### src/rtl/rthsv_pkg.sv
// Shared types and constants for the RGB to HSV pixel core.
// No dependencies; imported by every module of the core.
package rthsv_pkg;

  localparam int PIX_W    = 8;   // channel width
  localparam int SCALE_W  = 10;  // scale register width
  localparam int OUT_W    = 18;  // result width, 8 fraction bits
  localparam int FRAC_W   = 8;
  localparam int SECT_W   = 11;  // sector numerator, up to 6*255
  localparam int DIV_NW   = 30;  // dividend width
  localparam int DIV_DW   = 12;  // divisor width, up to 12*255
  localparam int FRONT_STAGES = 2;
  localparam int LATENCY  = FRONT_STAGES + OUT_W;
  localparam int CFG_IDX_W = 2;

  // register indexes
  localparam logic [CFG_IDX_W-1:0] REG_HUE_SCALE  = 2'd0;
  localparam logic [CFG_IDX_W-1:0] REG_FULL_SCALE = 2'd1;

  localparam logic [SCALE_W-1:0] HUE_SCALE_RST  = 10'd360;
  localparam logic [SCALE_W-1:0] FULL_SCALE_RST = 10'd100;

  // brightness dividend carries half of 2 * 255 for rounding
  localparam logic [DIV_NW-1:0] VAL_RND = 30'd255;

  // brightness: floor(num / 510) = floor((num / 2) / 255), and num / 2 is
  // below 2^26; x / 255 = (x * ceil(2^35 / 255)) >> 35 is exact there
  localparam int VAL_X_W   = 26;
  localparam int VAL_RCP_W = 28;
  localparam int VAL_SH    = 35;
  localparam logic [VAL_RCP_W-1:0] VAL_RECIP = 28'd134744073;

  typedef struct packed {
    logic [SCALE_W-1:0] hue_scale;
    logic [SCALE_W-1:0] full_scale;
  } cfg_t;

  // one division job: rounded quotient = floor(num / den)
  typedef struct packed {
    logic [DIV_NW-1:0] num;
    logic [DIV_DW-1:0] den;
  } div_job_t;

endpackage

### src/rtl/rgb_to_hsv_pixel_core.sv
// Top level of the RGB to HSV pixel core: config registers, front end,
// two pipelined dividers, the brightness constant divider and the valid
// pipe. Depends on rthsv_pkg.
//
//  channel | ports                                  | handshake
//  --------+----------------------------------------+-------------------------
//  input   | in_red, in_green, in_blue              | start & !busy
//  result  | out_hue, out_saturation, out_brightness| out_valid, one cycle
//  config  | cfg_index, cfg_data                    | cfg_valid & cfg_ready
//
// One word enters per clock; busy is never raised.
// Two front-end stages (sector select, then the scale multiplies) and
// 18 divider stages, one quotient bit each; the brightness path
// multiplies by a reciprocal and then delays to match.
// Synchronous active-low reset clears the valid pipe and loads the
// scale defaults (hue 360, full scale 100). The receiver cannot stall, so
// results stream out on out_valid with no backpressure path.
module rgb_to_hsv_pixel_core (
  input  logic                              clk,
  input  logic                              rst_n,
  input  logic                              start,
  output logic                              busy,
  input  logic [rthsv_pkg::PIX_W-1:0]       in_red,
  input  logic [rthsv_pkg::PIX_W-1:0]       in_green,
  input  logic [rthsv_pkg::PIX_W-1:0]       in_blue,
  output logic                              out_valid,
  output logic [rthsv_pkg::OUT_W-1:0]       out_hue,
  output logic [rthsv_pkg::OUT_W-1:0]       out_saturation,
  output logic [rthsv_pkg::OUT_W-1:0]       out_brightness,
  input  logic                              cfg_valid,
  output logic                              cfg_ready,
  input  logic [rthsv_pkg::CFG_IDX_W-1:0]   cfg_index,
  input  logic [rthsv_pkg::SCALE_W-1:0]     cfg_data
);
  import rthsv_pkg::*;

  cfg_t       cfg_r;
  logic       in_fire;
  logic       front_vld;
  div_job_t   hue_job, sat_job;
  logic [DIV_NW-1:0] val_num;
  logic [OUT_W-1:0] vld_r;  // one valid bit per divider stage

  assign busy      = 1'b0;
  assign cfg_ready = 1'b1;
  assign in_fire   = start & ~busy;

  // scale registers; out-of-range index is dropped
  always_ff @(posedge clk) begin
    if (!rst_n) begin
      cfg_r.hue_scale  <= HUE_SCALE_RST;
      cfg_r.full_scale <= FULL_SCALE_RST;
    end else if (cfg_valid && cfg_ready) begin
      case (cfg_index)
        REG_HUE_SCALE:  cfg_r.hue_scale  <= cfg_data;
        REG_FULL_SCALE: cfg_r.full_scale <= cfg_data;
        default: ;
      endcase
    end
  end

  rthsv_front u_front (
    .clk     (clk),
    .rst_n   (rst_n),
    .vld_i   (in_fire),
    .red_i   (in_red),
    .green_i (in_green),
    .blue_i  (in_blue),
    .cfg_i   (cfg_r),
    .vld_o   (front_vld),
    .hue_o   (hue_job),
    .sat_o   (sat_job),
    .val_o   (val_num)
  );

  rthsv_div  u_div_hue (.clk(clk), .job_i(hue_job), .quot_o(out_hue));
  rthsv_div  u_div_sat (.clk(clk), .job_i(sat_job), .quot_o(out_saturation));
  rthsv_cdiv u_div_val (.clk(clk), .num_i(val_num), .quot_o(out_brightness));

  // valid bits ride alongside the divider stages
  always_ff @(posedge clk) begin
    if (!rst_n) vld_r <= '0;
    else vld_r <= {vld_r[OUT_W-2:0], front_vld};
  end

  assign out_valid = vld_r[OUT_W-1];

endmodule

### src/rtl/rthsv_front.sv
// Front end: channel max/min, hue sector numerator, then scaled dividends.
// Depends on rthsv_pkg. Two register stages.
module rthsv_front (
  input  logic                  clk,
  input  logic                  rst_n,
  input  logic                  vld_i,
  input  logic [rthsv_pkg::PIX_W-1:0] red_i,
  input  logic [rthsv_pkg::PIX_W-1:0] green_i,
  input  logic [rthsv_pkg::PIX_W-1:0] blue_i,
  input  rthsv_pkg::cfg_t       cfg_i,
  output logic                  vld_o,
  output rthsv_pkg::div_job_t   hue_o,
  output rthsv_pkg::div_job_t   sat_o,
  output logic [rthsv_pkg::DIV_NW-1:0] val_o
);
  import rthsv_pkg::*;

  logic [PIX_W-1:0]  mx, mn, d;
  logic [SECT_W-1:0] d11, num_nxt;

  logic              vld_a_r;
  logic [SECT_W-1:0] num_a_r;
  logic [PIX_W-1:0]  d_a_r, mx_a_r;

  logic                    vld_b_r;
  div_job_t                hue_nxt, sat_nxt;
  div_job_t                hue_r, sat_r;
  logic [DIV_NW-1:0]       val_nxt, val_r;
  logic [2*SECT_W-2:0]     hprod;
  logic [SCALE_W+PIX_W-1:0] sprod, vprod;

  always_comb begin
    mx = red_i;
    if (green_i > mx) mx = green_i;
    if (blue_i > mx) mx = blue_i;
    mn = red_i;
    if (green_i < mn) mn = green_i;
    if (blue_i < mn) mn = blue_i;
    d   = mx - mn;
    d11 = SECT_W'(d);
    // ties go red, then green
    if (mx == red_i) begin
      if (green_i >= blue_i) num_nxt = SECT_W'(green_i) - SECT_W'(blue_i);
      else num_nxt = 3'd6 * d11 - (SECT_W'(blue_i) - SECT_W'(green_i));
    end else if (mx == green_i) begin
      num_nxt = 2'd2 * d11 + SECT_W'(blue_i) - SECT_W'(red_i);
    end else begin
      num_nxt = 3'd4 * d11 + SECT_W'(red_i) - SECT_W'(green_i);
    end
  end

  always_ff @(posedge clk) begin
    if (!rst_n) vld_a_r <= 1'b0;
    else vld_a_r <= vld_i;
    num_a_r <= num_nxt;
    d_a_r   <= d;
    mx_a_r  <= mx;
  end

  // dividends carry the half-divisor for round-to-nearest
  always_comb begin
    hprod = (2*SECT_W-1)'(cfg_i.hue_scale) * (2*SECT_W-1)'(num_a_r);
    sprod = (SCALE_W+PIX_W)'(cfg_i.full_scale) * (SCALE_W+PIX_W)'(d_a_r);
    vprod = (SCALE_W+PIX_W)'(cfg_i.full_scale) * (SCALE_W+PIX_W)'(mx_a_r);
    if (d_a_r == '0) begin
      // grey pixel: force zero quotient
      hue_nxt.num = '0;
      hue_nxt.den = DIV_DW'(1);
      sat_nxt.num = '0;
      sat_nxt.den = DIV_DW'(1);
    end else begin
      hue_nxt.num = (DIV_NW'(hprod) << (FRAC_W + 1)) + DIV_NW'(3'd6 * SECT_W'(d_a_r));
      hue_nxt.den = DIV_DW'(4'd12) * DIV_DW'(d_a_r);
      sat_nxt.num = (DIV_NW'(sprod) << (FRAC_W + 1)) + DIV_NW'(mx_a_r);
      sat_nxt.den = DIV_DW'(mx_a_r) << 1;
    end
    val_nxt = (DIV_NW'(vprod) << (FRAC_W + 1)) + VAL_RND;
  end

  always_ff @(posedge clk) begin
    if (!rst_n) vld_b_r <= 1'b0;
    else vld_b_r <= vld_a_r;
    hue_r <= hue_nxt;
    sat_r <= sat_nxt;
    val_r <= val_nxt;
  end

  assign vld_o = vld_b_r;
  assign hue_o = hue_r;
  assign sat_o = sat_r;
  assign val_o = val_r;

endmodule

### src/rtl/rthsv_div.sv
// Pipelined restoring divider, one quotient bit per stage, and the
// constant divider for brightness. Depends on rthsv_pkg.
// Quotients are known to fit OUT_W bits.
module rthsv_div (
  input  logic                       clk,
  input  rthsv_pkg::div_job_t        job_i,
  output logic [rthsv_pkg::OUT_W-1:0] quot_o
);
  import rthsv_pkg::*;

  logic [DIV_NW-1:0] rem_r  [OUT_W];
  logic [DIV_DW-1:0] den_r  [OUT_W];
  logic [OUT_W-1:0]  quot_r [OUT_W];

  for (genvar k = 0; k < OUT_W; k++) begin : g_stage
    localparam int SH = OUT_W - 1 - k;
    logic [DIV_NW-1:0] rem_in, trial;
    logic [DIV_DW-1:0] den_in;
    logic [OUT_W-1:0]  q_in;

    if (k == 0) begin : g_first
      assign rem_in = job_i.num;
      assign den_in = job_i.den;
      assign q_in   = '0;
    end else begin : g_next
      assign rem_in = rem_r[k-1];
      assign den_in = den_r[k-1];
      assign q_in   = quot_r[k-1];
    end

    assign trial = DIV_NW'(den_in) << SH;

    always_ff @(posedge clk) begin
      den_r[k] <= den_in;
      if (rem_in >= trial) begin
        rem_r[k]  <= rem_in - trial;
        quot_r[k] <= q_in | (OUT_W'(1) << SH);
      end else begin
        rem_r[k]  <= rem_in;
        quot_r[k] <= q_in;
      end
    end
  end

  assign quot_o = quot_r[OUT_W-1];

endmodule

// Divide by 510 through a reciprocal multiply, then a delay line so the
// quotient lines up with the restoring dividers.
module rthsv_cdiv (
  input  logic                          clk,
  input  logic [rthsv_pkg::DIV_NW-1:0]  num_i,
  output logic [rthsv_pkg::OUT_W-1:0]   quot_o
);
  import rthsv_pkg::*;

  logic [VAL_X_W-1:0]           x;
  logic [VAL_X_W+VAL_RCP_W-1:0] prod;
  logic [OUT_W-1:0]             q_r [OUT_W];

  assign x    = VAL_X_W'(num_i >> 1);
  assign prod = (VAL_X_W+VAL_RCP_W)'(x) * (VAL_X_W+VAL_RCP_W)'(VAL_RECIP);

  always_ff @(posedge clk) begin
    q_r[0] <= OUT_W'(prod >> VAL_SH);
    for (int k = 1; k < OUT_W; k++) q_r[k] <= q_r[k-1];
  end

  assign quot_o = q_r[OUT_W-1];

endmodule

### config.mk
export PLATFORM = sky130hd
export DESIGN_NAME = rgb_to_hsv_pixel_core
export DESIGN_NICKNAME = d
export VERILOG_FILES = /design/src/rtl/rthsv_pkg.sv /design/src/rtl/rgb_to_hsv_pixel_core.sv /design/src/rtl/rthsv_front.sv /design/src/rtl/rthsv_div.sv
export SDC_FILE = /design/constraint.sdc
export NUM_CORES = 2
export LEC_CHECK = 0
export BUFFER_PORTS_ARGS = -buffer_cell sky130_fd_sc_hd__buf_2
export CAP_MARGIN = 20
export CORE_UTILIZATION = 48
export DETAILED_ROUTE_END_ITERATION = 16
export GPL_ROUTABILITY_DRIVEN = 0
export HOLD_SLACK_MARGIN = 0.03
export MAX_ROUTING_LAYER = met4
export SYNTH_ARGS = -nofsm -noshare
export SYNTH_HDL_FRONTEND = slang
export SYNTH_HIERARCHICAL = 1
export SYNTH_SLANG_ARGS = --single-unit
### constraint.sdc
create_clock -name clk -period 25.2 [get_ports clk]
set_input_delay 1.26 -clock clk [delete_from_list [all_inputs] [get_ports clk]]
set_output_delay 1.26 -clock clk [all_outputs]
set_load 0.05 [all_outputs]
# Word-level counts from Yosys, hierarchy flattened
# Memories as Yosys holds them, arrays and structs flattened.
# Index checks and enable logic that the tools add are counted.
dict set report totals {
  reg_bits 176
  ram_bits 2484
  inputBits 40
  out_inout_bits 57
  wordCells 385
  mem_count 7
}
dict set report classes {
  n_addsub 47
  n_mul 7
  magnitude_cmp 41
  n_eq_ne 3
  mux 189
  bitwise 72
  reduce_logical 4
}
# memory words word_bits read_ports rd_clocked_by_memory_dff write_ports line_no
set memory_table {}
lappend memory_table {u_div_hue.rem_r 18 30 17 0 18 rthsv_div.sv:11} ;# logic [DIV_NW-1:0] rem_r [OUT_W];
lappend memory_table {u_div_sat.rem_r 18 30 17 0 18 rthsv_div.sv:11}
lappend memory_table {u_div_hue.quot_r 18 18 18 0 18 rthsv_div.sv:13} ;# logic [OUT_W-1:0] quot_r [OUT_W];
lappend memory_table {u_div_sat.quot_r 18 18 18 0 18 rthsv_div.sv:13}
lappend memory_table {u_div_val.q_r 18 18 18 0 18 rthsv_div.sv:60} ;# logic [OUT_W-1:0] q_r [OUT_W];
lappend memory_table {u_div_hue.den_r 18 12 17 0 18 rthsv_div.sv:12} ;# logic [DIV_DW-1:0] den_r [OUT_W];
lappend memory_table {{1 more memories} n/a n/a n/a n/a n/a n/a}
# operator count
set ops {}
lappend ops {{2-to-1 mux 30 bit} 36}
lappend ops {{2-to-1 mux 18 bit} 36}
lappend ops {{2-to-1 mux 1 bit} 110}
lappend ops {{bitwise OR 1 bit} 72}
lappend ops {{greater-or-equal comparator 30 x 12 -> 1 bit} 2}
lappend ops {{greater-or-equal comparator 30 x 13 -> 1 bit} 2}
lappend ops {{greater-or-equal comparator 30 x 14 -> 1 bit} 2}
lappend ops {{greater-or-equal comparator 30 x 15 -> 1 bit} 2}
lappend ops {{greater-or-equal comparator 30 x 16 -> 1 bit} 2}
lappend ops {{greater-or-equal comparator 30 x 17 -> 1 bit} 2}
lappend ops {{greater-or-equal comparator 30 x 18 -> 1 bit} 2}
lappend ops {{greater-or-equal comparator 30 x 19 -> 1 bit} 2}
lappend ops {{greater-or-equal comparator 30 x 20 -> 1 bit} 2}
lappend ops {{greater-or-equal comparator 30 x 21 -> 1 bit} 2}
lappend ops {{greater-or-equal comparator 30 x 22 -> 1 bit} 2}
lappend ops {{greater-or-equal comparator 30 x 23 -> 1 bit} 2}
lappend ops {{greater-or-equal comparator 30 x 24 -> 1 bit} 2}
lappend ops {{greater-or-equal comparator 30 x 25 -> 1 bit} 2}
lappend ops {{greater-or-equal comparator 30 x 26 -> 1 bit} 2}
lappend ops {{greater-or-equal comparator 30 x 27 -> 1 bit} 2}
lappend ops {{greater-or-equal comparator 30 x 28 -> 1 bit} 2}
lappend ops {{subtractor 30 x 12 -> 30 bit} 2}
lappend ops {{subtractor 30 x 13 -> 30 bit} 2}
lappend ops {{subtractor 30 x 14 -> 30 bit} 2}
lappend ops {{41 further kinds} 69}

# Depth between registers and ports, before layout
dict set report depth {
  ltp_word 9
  depth_mapped 40
  depth_no_buf 38
}

# Modules after synthesis
# The synthesis kept the hierarchy.
# mod instances cells_per_inst area_each_um2 seq_area_each_um2
set modules_own_cells {}
lappend modules_own_cells {{rthsv_div (u_div_hue)} 1 3296 33638.5 17717.0}
lappend modules_own_cells {{rthsv_div (u_div_sat)} 1 3262 33231.9 17717.0}
lappend modules_own_cells {rthsv_front 1 1909 16235.6 2102.0}
lappend modules_own_cells {rthsv_cdiv 1 831 10973.0 6486.2}
lappend modules_own_cells {rgb_to_hsv_pixel_core 1 124 1321.3 760.7}

# Least setup slack after synthesis
# Ideal clock, no wire load.
dict set report synth_timing {
  kind {input -> register}
  startpoint {input port in_red[5] (netlist name)}
  endpoint {register u_front.num_a_r[10]}
  setup_time_ns 0.132
  t_arrival_ns 8.661
  required_time_ns 25.068
  slack_ns 16.407
  cell_stages 36
  n_path_buf 1
  path_cell_list {inv_1 -> ha_1 -> a211oi_4 -> nor2_1 -> o31a_1 -> nand2_1 -> buf_4 -> mux2i_2 -> ha_1 -> and4_1 -> and2_1 -> o221a_2 -> or3_1 -> a21oi_2 -> nor2_1 -> o21ai_0 -> inv_1 -> ha_1 -> nor2b_1 -> and2_0 -> a311o_1 -> xor2_1 -> ha_1 -> a21o_1 -> a31o_2 -> and3b_1 -> nor3_1 -> xnor2_1 -> ha_1 -> inv_1 -> o21bai_1 -> a21oi_1 -> xnor2_1 -> or3_1 -> nor4_1 -> o32ai_2}
}
dict set report synth_between {
  elab_chain_len 9
  word_cells_on_any_way 20
  classes_between {add/sub (6); mul (1); order compare (4); eq/ne (2); mux (7)}
}
# item line_no
set synth_lines {}
lappend synth_lines {{from (decl)} rgb_to_hsv_pixel_core.sv:23} ;# input logic [rthsv_pkg::PIX_W-1:0] in_red,
lappend synth_lines {{> comparator 8 bit} rthsv_front.sv:34} ;# if (green_i > mx) mx = green_i;
lappend synth_lines {{2-to-1 mux 8 bit (*)} rthsv_front.sv:34}
lappend synth_lines {{> comparator 8 bit} rthsv_front.sv:35} ;# if (blue_i > mx) mx = blue_i;
lappend synth_lines {{2-to-1 mux 8 bit (*)} rthsv_front.sv:35}
lappend synth_lines {{via u_front.mx[3]} rthsv_front.sv:18} ;# logic [PIX_W-1:0] mx, mn, d;
lappend synth_lines {{subtractor 8 bit} rthsv_front.sv:39} ;# d = mx - mn;
lappend synth_lines {{multiplier 2 x 8 -> 10 bit, or another cell as far along} rthsv_front.sv:44} ;# else num_nxt = 3'd6 * d11 - (SECT_W'(blue_i) - SECT_W'(green_i));
lappend synth_lines {{subtractor 11 bit, or another cell as far along} rthsv_front.sv:44}
lappend synth_lines {{2-to-1 mux 11 bit (on tied branches)} {rthsv_front.sv:43, rthsv_front.sv:45}}
lappend synth_lines {{2-to-1 mux 11 bit (*)} rthsv_front.sv:42} ;# if (mx == red_i) begin
lappend synth_lines {{via u_front.num_nxt[10]} rthsv_front.sv:19} ;# logic [SECT_W-1:0] d11, num_nxt;
lappend synth_lines {{to (signal assigned)} rthsv_front.sv:55} ;# num_a_r <= num_nxt;
lappend synth_lines {{to (decl)} rthsv_front.sv:22} ;# logic [SECT_W-1:0] num_a_r;
# The timed path passes the listed nets; every way through them passes the cells marked *.
# A chain may end at the register's enable or synchronous reset.

# Final worst setup path
dict set report layout_timing {
  startpoint {input port in_red[1] (netlist name)}
  endpoint {register u_front.num_a_r[10]}
}
dict set report layout_between {
  elab_chain_len 9
  word_cells_on_any_way 20
  classes_between {add/sub (6); mul (1); order compare (4); eq/ne (2); mux (7)}
}
# item line_no
set layout_lines {}
lappend layout_lines {{> comparator 8 bit or < comparator 8 bit (tied branches)} {rthsv_front.sv:34, rthsv_front.sv:37}}
lappend layout_lines {{2-to-1 mux 8 bit (on tied branches)} {rthsv_front.sv:34, rthsv_front.sv:37}}
lappend layout_lines {{> comparator 8 bit or < comparator 8 bit (tied branches)} {rthsv_front.sv:35, rthsv_front.sv:38}}
lappend layout_lines {{2-to-1 mux 8 bit (on tied branches)} {rthsv_front.sv:35, rthsv_front.sv:38}}
lappend layout_lines {{subtractor 8 bit} rthsv_front.sv:39}
lappend layout_lines {{multiplier 2 x 8 -> 10 bit, or another cell as far along} rthsv_front.sv:44}
lappend layout_lines {{subtractor 11 bit, or another cell as far along} rthsv_front.sv:44}
lappend layout_lines {{2-to-1 mux 11 bit (on tied branches)} {rthsv_front.sv:43, rthsv_front.sv:45}}
lappend layout_lines {{2-to-1 mux 11 bit (*)} rthsv_front.sv:42}
lappend layout_lines {{via u_front.num_nxt[10]} rthsv_front.sv:19}
# Marked as above.

==> impl_metrics.csv <==
group,metric,value,unit
clocking,cts_tree,"built",
cells_and_area,multiInputGateArea,0.04621,mm2
drt,first_iter_violations,3128,
clocking,cts_resized,0,
cells_and_area,syn2layout_area_growth,11.49,%
grt,grtUsageTotal,0.1961,
placement,preCtsSetupSlack,14.99,ns
grt,antenna_found_initial,1,
worst_setup_path,path_max_fanout,22,
drt,via_count,63640,
timing,hold_slack,0.3062,ns
worst_setup_path,critPathLaunchType,"primary input",
drt,route.detailed.wl_per_inst,15.43,um
synth,netlist_area,0.09537,mm2
grt,grt_max_degree,51,
job,drv_cap,0,
clocking,cts.reportedPaths.clkPinSlew,0.06,ns
clocking,cts_sinks,2237,
floorplanning,pin_count,97,
floorplanning,die_h,447.7,um
timing,setup_tns,0,ns
placement,place_hpwl,147600,um
worst_setup_path,worstSetupPathType,"in -> reg",
timing,hold_viol,0,
clocking,cts_hold_buf,0,
worst_setup_path,endpoint_kind,"register",
clocking,cts-root-buf,"clkbuf_16",
timing,timing.final.ws_setup,15.69,ns
drt,dr.pass1.iters,6,
drt,ant_nets,0,
floorplanning,design.core.area,0.1974,mm2
clocking,clkLatencyLatePin,0.85,ns
cells_and_area,regArea,0.04478,mm2
floorplanning,std_cell_rows,163,
timing,fin_crit_sh,0.3775,
synth,ys_warn_count,6,
timing,rsz0062_at_grt,"false",
worst_setup_path,crit_slowest_cell,"o41ai_4",
timing,fmax,0.1051,GHz
timing,tightest_slew,1.118,ns
clocking,clockBufferDepth,3,
clocking,numCtsBuffers,221,
floorplanning,dieArea,0.2005,mm2
worst_setup_path,cp.required,25.93,ns
worst_setup_path,crit_arrival,10.24,ns
drt,drc_errors,0,
floorplanning,initial_core_util,0.4831,
cells_and_area,nFillCells,17330,
timing,maxSlewViolCount,0,
clocking,htreeDepth,4,
floorplanning,die_x,447.7,um
synth,avgSynthCellArea,10.13,um2
min_path,hold_path.class,"reg -> reg",
grt,grt_pass1_vias,64120,
timing,min_period,9.512,ns
cells_and_area,nets,10710,
synth,netlist_instances,9418,
worst_setup_path,slowest_delay,0.99,ns
worst_setup_path,path_common_cell,"ha_1",
outcome,status,"finished clean",
timing,slew_headroom,0.2352,
timing,setup_viol,0,
timing,fin_skew,0.03427,ns
cells_and_area,drive_gt1_frac,0.07038,
grt,grt_overflow,0,
grt,grt_pass1_wl,315100,um
clocking,post_cts_buffers,0,
placement,numPortBuffers,94,
drt,vias_per_cell,5.132,
drt,wl,191400,um
[per-layer routing]
layer,wire length [um],up-vias,global-route usage,part of all wire
met2,94050,1230,0.3381,0.49
met5,0,-,-,0
met4,5994,0,0.07351,0.031
met3,6757,373,0.02601,0.035
met1,84620,29840,0.2321,0.44
li1,-,32210,-,-
[worst paths after layout]
check	from	to	slack (ns)	cells past startpoint
min reg2reg	u_div_sat/quot_r[13][9]	u_div_sat/quot_r[14][9]	0.31	0
min	u_div_sat/quot_r[13][9]	u_div_sat/quot_r[14][9]	0.31	0
max reg2reg	u_front/num_a_r[3]	u_front/hue_o[38]	18.82	21
max	in_red[1]	u_front/num_a_r[10]	15.69	35
[final cells by class]
type / count / area share
multi-input combinational: 6053 / 0.4346
sequential: 2237 / 0.4212
clock buffer: 301 / 0.05901
inverter: 945 / 0.03336
tap: 2640 / 0.03107
clock inverter: 106 / 0.01438
timing repair buffer: 119 / 0.006366
antenna: 1 / 0.00002353
[metrics by stage]
step | cells | utilization | area (um2)
3_5_place_dp | 11990 | 0.4988 | 98480
3_3_place_gp | 11990 | 0.4988 | 98480
6_report | 12400 | 0.5386 | 106300
4_1_cts | 12400 | 0.5384 | 106300
5_1_grt | 12400 | 0.5386 | 106300
2_1_floorplan | 9433 | - | 95430
[cells in the final DEF, fill, tap and decap left out, types with 99 or more instances in the layout]
cell type,instances
fa_1,257
xnor2_1,365
nor2b_1,112
nor2_1,587
dfxtp_1,2237
a21oi_1,539
xor2_1,326
nand2_1,610
nand3_1,121
o21ai_0,375
inv_1,940
and2_1,184
mux2_2,99
nor4_1,118
clkbuf_16,224
a21o_1,157
nor3_1,201
ha_1,831
[registers in the layout (all words and copies together), names as in the netlist, 11 cells and up]
register and cells:
u_div_sat/den_r 204, u_div_hue/quot_r 171, u_front/val_o 18, u_div_val/q_r 324
u_div_hue/den_r 204, u_front/hue_o 31, u_front/sat_o 27, u_div_sat/rem_r 510
u_div_sat/quot_r 171, cfg_r 20, vld_r 18, u_front/num_a_r 11
u_div_hue/rem_r 510
[critical path, delay by kind of cell]
family                     cells  cell delay [ns]
buffers and inverters          3             0.36
adders and majority gates      6             2.01
AOI/OAI and AO/OA             14             3.67
xor gates and xnor gates       3             0.81
and+or+nand+nor                9             2.15
Power is not shown: default switching activity piles up to over one toggle a cycle in this logic, so the estimate is an artifact.
